File: src/rtl/core/sbus_pkg.sv
`timescale 1ns / 1ps
`default_nettype none

package sbus_pkg;

  localparam int FRAME_BYTES = 25;
  localparam int CHANNELS    = 16;
  localparam int ADDR_W      = $clog2(FRAME_BYTES);
  localparam int COUNT_W     = $clog2(FRAME_BYTES + 1);

  localparam logic [7:0] START_MARK = 8'h0F;
  localparam logic [7:0] END_MARK   = 8'h00;
  localparam int FLAG_POS = FRAME_BYTES - 2;
  localparam int LOST_BIT = 2;
  localparam int SAFE_BIT = 3;

  localparam int CH_BITS   = 11;
  localparam int CH_CENTER = 'h3E0;
  // Bit buffer: up to ten leftover bits plus one fresh byte.
  localparam int ACC_W   = CH_BITS + 7;
  localparam int NBITS_W = $clog2(ACC_W + 1);

  localparam logic [15:0] GAP_RESET = 16'd1000;

  localparam logic CMD_BYTE = 1'b0;
  localparam logic CMD_POLL = 1'b1;

  typedef logic [ADDR_W-1:0]  addr_t;
  typedef logic [COUNT_W-1:0] count_t;

  typedef struct packed {
    logic       en;
    addr_t      addr;
    logic [7:0] data;
  } mem_wr_t;

  typedef struct packed {
    logic  busy;
    addr_t rd_addr;
  } unpack_stat_t;

endpackage

`default_nettype wire

File: src/rtl/core/sbus_mem.sv
`timescale 1ns / 1ps
`default_nettype none

module sbus_mem
  import sbus_pkg::*;
(
  input  wire logic       clk,
  input  wire mem_wr_t    wr,
  input  wire addr_t      rd_addr,
  output logic [7:0]      rd_data
);

  logic [7:0] mem [FRAME_BYTES];

  always_ff @(posedge clk) begin
    if (wr.en) begin
      mem[wr.addr] <= wr.data;
    end
  end

  always_ff @(posedge clk) begin
    rd_data <= mem[rd_addr];
  end

endmodule

`default_nettype wire

File: src/rtl/core/sbus_unpack.sv
`timescale 1ns / 1ps
`default_nettype none

module sbus_unpack
  import sbus_pkg::*;
#(
  parameter int NUM_CHANNELS = CHANNELS
) (
  input  wire logic               clk,
  input  wire logic               rst,
  input  wire logic               start,
  input  wire logic [7:0]         rd_data,
  output unpack_stat_t            stat,
  output logic                    chan_valid,
  input  wire logic               chan_ready,
  output logic [3:0]              channel_index,
  output logic signed [10:0]      channel_value,
  output logic                    last_channel
);

  localparam logic [3:0] LAST_CH = 4'(NUM_CHANNELS - 1);

  logic                active;
  logic                pend;
  addr_t               ptr;
  logic [ACC_W-1:0]    acc;
  logic [NBITS_W-1:0]  nbits;
  logic [3:0]          ch;

  logic                emit;
  logic                emit_last;
  logic                fetch;
  logic [ACC_W-1:0]    acc_kept;
  logic [ACC_W-1:0]    acc_next;
  logic [NBITS_W-1:0]  nb_kept;
  logic [NBITS_W-1:0]  nbits_next;

  // (raw - center) * 5 / 8, rounded toward zero.
  function automatic logic signed [10:0] scale(input logic [CH_BITS-1:0] raw);
    logic signed [11:0] d;
    logic signed [13:0] d14;
    logic signed [13:0] p;
    logic signed [13:0] q;
    d   = $signed({1'b0, raw}) - 12'sd992;
    d14 = {{2{d[11]}}, d};
    p   = (d14 <<< 2) + d14;
    q   = p[13] ? ((p + 14'sd7) >>> 3) : (p >>> 3);
    return q[10:0];
  endfunction

  assign emit      = active && (nbits >= NBITS_W'(CH_BITS)) && (!chan_valid || chan_ready);
  assign emit_last = emit && (ch == LAST_CH);

  assign acc_kept   = emit ? (acc >> CH_BITS) : acc;
  assign nb_kept    = emit ? (nbits - NBITS_W'(CH_BITS)) : nbits;
  assign acc_next   = acc_kept | (pend ? (ACC_W'(rd_data) << nb_kept) : '0);
  assign nbits_next = nb_kept + (pend ? NBITS_W'(8) : '0);

  // Keep at most one byte more than the next channel needs in flight.
  assign fetch = active && !emit_last && (ptr <= addr_t'(FRAME_BYTES - 1)) &&
                 (nbits_next < NBITS_W'(CH_BITS));

  assign stat.busy    = active;
  assign stat.rd_addr = ptr;

  always_ff @(posedge clk) begin
    if (rst) begin
      active <= 1'b0;
      pend   <= 1'b0;
    end else if (start) begin
      active <= 1'b1;
      pend   <= 1'b0;
      ptr    <= addr_t'(1);
      acc    <= '0;
      nbits  <= '0;
      ch     <= '0;
    end else if (active) begin
      acc   <= acc_next;
      nbits <= nbits_next;
      pend  <= fetch;
      if (fetch) begin
        ptr <= ptr + addr_t'(1);
      end
      if (emit) begin
        ch <= ch + 4'd1;
      end
      if (emit_last) begin
        active <= 1'b0;
      end
    end
  end

  always_ff @(posedge clk) begin
    if (rst) begin
      chan_valid <= 1'b0;
    end else if (emit) begin
      chan_valid <= 1'b1;
    end else if (chan_ready) begin
      chan_valid <= 1'b0;
    end
  end

  always_ff @(posedge clk) begin
    if (emit) begin
      channel_index <= ch;
      channel_value <= scale(acc[CH_BITS-1:0]);
      last_channel  <= (ch == LAST_CH);
    end
  end

endmodule

`default_nettype wire

File: src/rtl/core/sbus_frame_receiver.sv
`timescale 1ns / 1ps
`default_nettype none

// Frame receiver for a 16-channel serial servo bus.
// Input items (item_valid/item_ready) carry either a received byte or an idle
// poll, each with a 16-bit timer value. A byte item is written into a
// 25-entry frame memory. A poll that finds bytes held and an idle time above
// gap_ticks ends the frame: the count is cleared, and if 25 bytes were held
// the header, flags and end bytes are read back in S_HEAD, S_FLAGS and S_END.
// A bad frame gives no output. A good frame streams its channels out as
// items on chan_valid/chan_ready, lowest channel first, last_channel marking
// the end. The payload bytes are read from the single memory read port only
// as the bit buffer needs them. The input is not ready from the closing poll
// until the last channel has been presented. A stall on the output side halts
// the unpacking; the final channel sits in the output register while new
// input items are already taken. gap_ticks is written through
// gap_we/gap_wdata. Reset clears the byte count, the last byte time and sets
// gap_ticks to 1000; the frame memory is not cleared.

module sbus_frame_receiver
  import sbus_pkg::*;
#(
  parameter int NUM_CHANNELS = CHANNELS
) (
  input  wire logic               clk,
  input  wire logic               rst,
  input  wire logic               gap_we,
  input  wire logic [15:0]        gap_wdata,
  input  wire logic               item_valid,
  output logic                    item_ready,
  input  wire logic               command,
  input  wire logic [7:0]         rx_byte,
  input  wire logic [15:0]        timestamp,
  output logic                    chan_valid,
  input  wire logic               chan_ready,
  output logic [3:0]              channel_index,
  output logic signed [10:0]      channel_value,
  output logic                    last_channel
);

  typedef enum logic [4:0] {
    S_IDLE   = 5'b00001,
    S_HEAD   = 5'b00010,
    S_FLAGS  = 5'b00100,
    S_END    = 5'b01000,
    S_UNPACK = 5'b10000
  } state_t;

  state_t        state;
  state_t        state_next;
  count_t        byte_count;
  logic [15:0]   last_byte_time;
  logic [15:0]   gap_ticks;
  logic          frame_ok;

  logic          accept;
  logic          close;
  logic          start;
  logic [15:0]   elapsed;
  addr_t         wr_idx;
  addr_t         rd_addr;
  logic [7:0]    rd_data;
  mem_wr_t       wr;
  unpack_stat_t  stat;

  assign item_ready = (state == S_IDLE);
  assign accept     = item_valid && item_ready;
  assign elapsed    = timestamp - last_byte_time;
  assign close      = accept && (command == CMD_POLL) && (byte_count != '0) &&
                      (elapsed > gap_ticks);

  // An overlong frame keeps overwriting the last slot.
  assign wr_idx = (byte_count == count_t'(FRAME_BYTES)) ? addr_t'(FRAME_BYTES - 1)
                                                        : addr_t'(byte_count);

  assign wr.en   = accept && (command == CMD_BYTE);
  assign wr.addr = wr_idx;
  assign wr.data = rx_byte;

  assign start = (state == S_END) && frame_ok && (rd_data == END_MARK);

  // Writes happen only while idle and reads matter only outside idle, so the
  // two ports never touch one entry in a way that needs forwarding.
  always_comb begin
    unique case (state)
      S_IDLE:   rd_addr = '0;
      S_HEAD:   rd_addr = addr_t'(FLAG_POS);
      S_FLAGS:  rd_addr = addr_t'(FRAME_BYTES - 1);
      S_END:    rd_addr = '0;
      S_UNPACK: rd_addr = stat.rd_addr;
      default:  rd_addr = '0;
    endcase
  end

  always_comb begin
    state_next = state;
    unique case (state)
      S_IDLE: begin
        if (close && (byte_count == count_t'(FRAME_BYTES))) begin
          state_next = S_HEAD;
        end
      end
      S_HEAD:   state_next = S_FLAGS;
      S_FLAGS:  state_next = S_END;
      S_END:    state_next = start ? S_UNPACK : S_IDLE;
      S_UNPACK: begin
        if (!stat.busy) begin
          state_next = S_IDLE;
        end
      end
      default:  state_next = S_IDLE;
    endcase
  end

  always_ff @(posedge clk) begin
    if (rst) begin
      state          <= S_IDLE;
      byte_count     <= '0;
      last_byte_time <= '0;
      gap_ticks      <= GAP_RESET;
    end else begin
      state <= state_next;
      if (gap_we) begin
        gap_ticks <= gap_wdata;
      end
      if (wr.en) begin
        byte_count     <= count_t'(wr_idx) + count_t'(1);
        last_byte_time <= timestamp;
      end else if (close) begin
        byte_count <= '0;
      end
    end
  end

  always_ff @(posedge clk) begin
    if (state == S_HEAD) begin
      frame_ok <= (rd_data == START_MARK);
    end else if (state == S_FLAGS) begin
      frame_ok <= frame_ok && !rd_data[SAFE_BIT] && !rd_data[LOST_BIT];
    end
  end

  sbus_mem u_mem (
    .clk     (clk),
    .wr      (wr),
    .rd_addr (rd_addr),
    .rd_data (rd_data)
  );

  sbus_unpack #(
    .NUM_CHANNELS (NUM_CHANNELS)
  ) u_unpack (
    .clk           (clk),
    .rst           (rst),
    .start         (start),
    .rd_data       (rd_data),
    .stat          (stat),
    .chan_valid    (chan_valid),
    .chan_ready    (chan_ready),
    .channel_index (channel_index),
    .channel_value (channel_value),
    .last_channel  (last_channel)
  );

endmodule

`default_nettype wire

File: config.mk
export PLATFORM = sky130hd
export DESIGN_NAME = sbus_frame_receiver
export DESIGN_NICKNAME = d
export VERILOG_FILES = /design/src/rtl/core/sbus_pkg.sv /design/src/rtl/core/sbus_mem.sv /design/src/rtl/core/sbus_unpack.sv /design/src/rtl/core/sbus_frame_receiver.sv
export SDC_FILE = /design/constraint.sdc
export NUM_CORES = 1
export LEC_CHECK = 0
export BUFFER_PORTS_ARGS = -buffer_cell sky130_fd_sc_hd__buf_4
export CORE_ASPECT_RATIO = 0.75
export CORE_UTILIZATION = 38
export CTS_BUF_LIST = sky130_fd_sc_hd__clkbuf_4 sky130_fd_sc_hd__clkbuf_8 sky130_fd_sc_hd__clkbuf_16
export CTS_CLUSTER_DIAMETER = 30
export DETAILED_ROUTE_END_ITERATION = 10
export GPL_ROUTABILITY_DRIVEN = 0
export PLACE_DENSITY_LB_ADDON = 0.3
export RECOVER_POWER = 25
export SYNTH_ARGS = -nofsm -noshare
export SYNTH_HDL_FRONTEND = slang
export SYNTH_HIERARCHICAL = 1
export SYNTH_SLANG_ARGS = --single-unit
File: constraint.sdc
create_clock -name clk -period 9.42 [get_ports clk]
set_input_delay 0.942 -clock clk [delete_from_list [all_inputs] [get_ports clk]]
set_output_delay 0.942 -clock clk [all_outputs]
set_load 0.03 [all_outputs]
==> results.tsv <==
stage	metric	value	unit
clocking	PostCTS Resize Cnt	0	
sta	Slew HR	0.06757	
clocking	CTS Hold Bufs	0	
floorplanning	Core Box Area	38550	µm²
pwr	Int Power	3.051	mW
sta	hold_ws	0.4530	ns
yosys	Top FF cell, synth	edfxtp_1	
worst_setup_path	kind of critical path	register to register	
clocking	Max Buffers Root-to-Sink	3	
clocking	register clock-pin slew on the reported worst setup and hold paths	0.05	ns
worst_setup_path	worst endpoint required time	9.69	ns
pwr	Reg power frac	0.379	
yosys	number of synthesized flops with an enable pin	249	
worst_setup_path	Worst Setup End Kind	register	
clocking	clock sink total	302	
sta	fin. max-slew vios	0	
clocking	H-tree depth	2	
yosys	Post-Syn Instances	1239	
drt	drt total wl	34660	µm
yosys	syn nets	1335	
global_route	Global Route Usage Sum	0.1747	
sta	Worst-Margin Slew	1.399	ns
sta	Setup-failing EPs final	0	
job	maxcap violations	0	
cells_and_area	Area Growth Syn to Fin	20.11	%
yosys	average size of a mapped cell	12.09	µm²
global_route	global-route wire length before repair	55220	µm
min_path	HP Class	register to register	
sta	total negative slack	0	ns
worst_setup_path	CP Max Fanout	36	
sta	final hold vios	0	
pwr	Peak VDD IR	131.4	µV
cells_and_area	most common cell after layout, fill and taps aside	edfxtp_1	
clocking	total CTS buffers	58	
clocking	Root Driver	clkbuf_16	
pwr	pwr/cell area	214.6	nW/µm²
pwr	clock network power share	0.580	
floorplanning	initial core utilization	0.3885	
drt	Starting DRT DRC Count	800	
worst_setup_path	Reg2Reg Depth	8	
drt	antenna-violating nets left	0	
floorplanning	Top Ports	64	
floorplanning	Die X	231.3	µm
yosys	post-synthesis cell type count	80	
cells_and_area	Inserted Diodes	0	
min_path	hold path depth	2	
clocking	Clock Latency Late Sink	0.59	ns
yosys	sequential area share after synthesis	0.5700	
yosys	Synthesis Warnings	6	
pwr	Pleak	6.333	nW
yosys	Syn Std Cell Area	14980	µm²
cells_and_area	finished layout cell area	17990	µm²
global_route	antenna violations before repair	0	
drt	via count	10040	
floorplanning	Die ar.	40230	µm²
yosys	Synth async-reset ratio	0	
pwr	Logic pwr share	0.041	
drt	First-pass DRT Iterations	5	
drt	DR WL/cell	18.55	µm
global_route	largest net degree at the start of global routing	49	
clocking	CTS tree	yes	
yosys	post-synthesis register bit count	302	
worst_setup_path	Arrival @ worst endpoint	4.65	ns
sta	Min Clock Period, post-route	4.377	ns
global_route	vias in the first global route	9991	
floorplanning	row count	62	
cells_and_area	Net count, final	1402	
drt	Vias per Instance	5.376	
cells_and_area	commonest non-fill, non-tap cells in the layout	edfxtp_1, mux2i_1, nand2_1	
placement	Area after DPL	15840	µm²
placement	Port Buffer Count	63	
pwr	Net Switching	0.8104	mW
sta	clock skew	0.02818	ns
sta	fmax	228.5	MHz
cells_and_area	layout cell share with drive strength beyond 1	0.1563	
sta	Tcrit/Tclk final	0.4647	
sta	unrepaired setup endpoints after global routing	no	
pwr	total chip power	3.861	mW
clocking	postcts setup bufs	0	
run_status	outcome	finished clean	
floorplanning	Die Y	173.9	µm
pwr	Net Sw Frac	0.2099	
global_route	grt total ovfl	0	
worst_setup_path	Critical Path Source Type	register	
placement	Final HPWL DP	23510	µm
drt	drc violations	0	
-- through the flow --
| step | worst slack (ns) | instances | utilization |
|---|---|---|---|
| 6_report | 5.043 | 1868 | 0.4667 |
| 4_1_cts | 5.003 | 1868 | 0.4675 |
| 3_5_place_dp | 4.994 | 1758 | 0.4109 |
| 3_3_place_gp | 5.045 | 1758 | 0.4109 |
| 2_1_floorplan | 5.418 | 1239 | - |
| 5_1_grt | 4.645 | 1868 | 0.4667 |
-- cells by family (layout without fill, tap and decap cells) --
group                    count (synthesis)  after routing  share of synthesized area
AND/OR/NAND/NOR                        358            358                     0.1184
flip-flops                             302            302                     0.5700
AO/OA/AOI/OAI                          229            229                     0.1026
multiplexers                           143            143                     0.1077
buffers and inverters                  117            234                    0.03517
adder cells (fa/ha/maj)                 50             50                    0.04277
XOR/XNOR                                40             40                    0.02339
-- state kept, by name, summed over array words and instances, names as in the netlist, 4 cells and up --
signal                  count
u_mem/rd_data               8
u_unpack/nbits              5
u_unpack/ptr                5
state                       5
u_unpack/acc               18
u_unpack/ch                 4
gap_ticks                  16
u_unpack/channel_index      4
u_mem/mem                 200
byte_count                  5
u_unpack/channel_value     11
last_byte_time             16
-- layout make-up --
cell class                 count  area, µm²
fill                        3505      20560
sequential                   302       8538
multi-input combinational    820       5933
clock buffer                  68       1615
tap                          512      640.6
clock inverter                42      566.8
timing repair buffer          70      495.5
inverter                      54      202.7
-- worst max-delay path: stages, from the launching register on --
cell and delay [ns]:
edfxtp_1 0.69, ha_1 0.43, a2111oi_1 0.51, or4_1 0.65, inv_2 0.53, a21boi_1 0.45
o211ai_1 0.18, a211oi_1 0.33, o21a_1 0.28
-- cell usage after synthesis (all sizes together) (3+ instances only) --
cell,instances,share of area
edfxtp,249,0.50
mux2i,124,0.083
nand2,115,0.029
nor2,85,0.022
a21oi,73,0.025
inv,54,0.014
dfxtp,53,0.071
ha,48,0.040
nand3,40,0.013
buf,35,0.014
xnor2,29,0.017
clkbuf,28,0.0072
o21ai,26,0.0089
a22oi,23,0.012
o211ai,19,0.0095
nor2b,18,0.0075
a21o,15,0.0075
nand2b,15,0.0063
mux4,13,0.020
nor3,13,0.0043
nor4,12,0.0058
a31oi,11,0.0046
xor2,11,0.0064
nand4,10,0.0042
a32oi,9,0.0053
and3,7,0.0029
nand3b,7,0.0038
o21a,7,0.0035
and2,6,0.0025
mux2,6,0.0045
or2,6,0.0027
or3,6,0.0025
a21boi,4,0.0020
a311o,4,0.0027
a32o,4,0.0027
nor4b,4,0.0042
o22ai,4,0.0017
a221oi,3,0.0018
nor3b,3,0.0015
o21bai,3,0.0015
or3b,3,0.0018
or4,3,0.0015
-- power by group through the flow --
stage	registers [mW]	clock network, mW	logic (mW)
CTS	1.46	2.28	0.162
global route	1.46	2.35	0.181
global placement	1.49	0	0.157
floorplan	1.49	0	0.102
finish	1.46	2.24	0.159
detailed placement	1.49	0	0.161
-- final timing paths --
path,from,end,slack (ns)
max,u_unpack/nbits[1],u_unpack/ptr[3],5.04
min,last_byte_time[8],last_byte_time[8],0.45
max reg2reg,u_unpack/nbits[1],u_unpack/ptr[3],5.04
min reg2reg,last_byte_time[8],last_byte_time[8],0.45
-- metal layers --
metal  share of wire  wire, µm  global-route usage
met1            0.47     16290              0.2519
met2            0.44     15130              0.2581
met3           0.077      2680             0.04577
met4           0.016       551             0.04774
met5               0         0                   0
No activity file was read; power rests on OpenSTA's default activity.
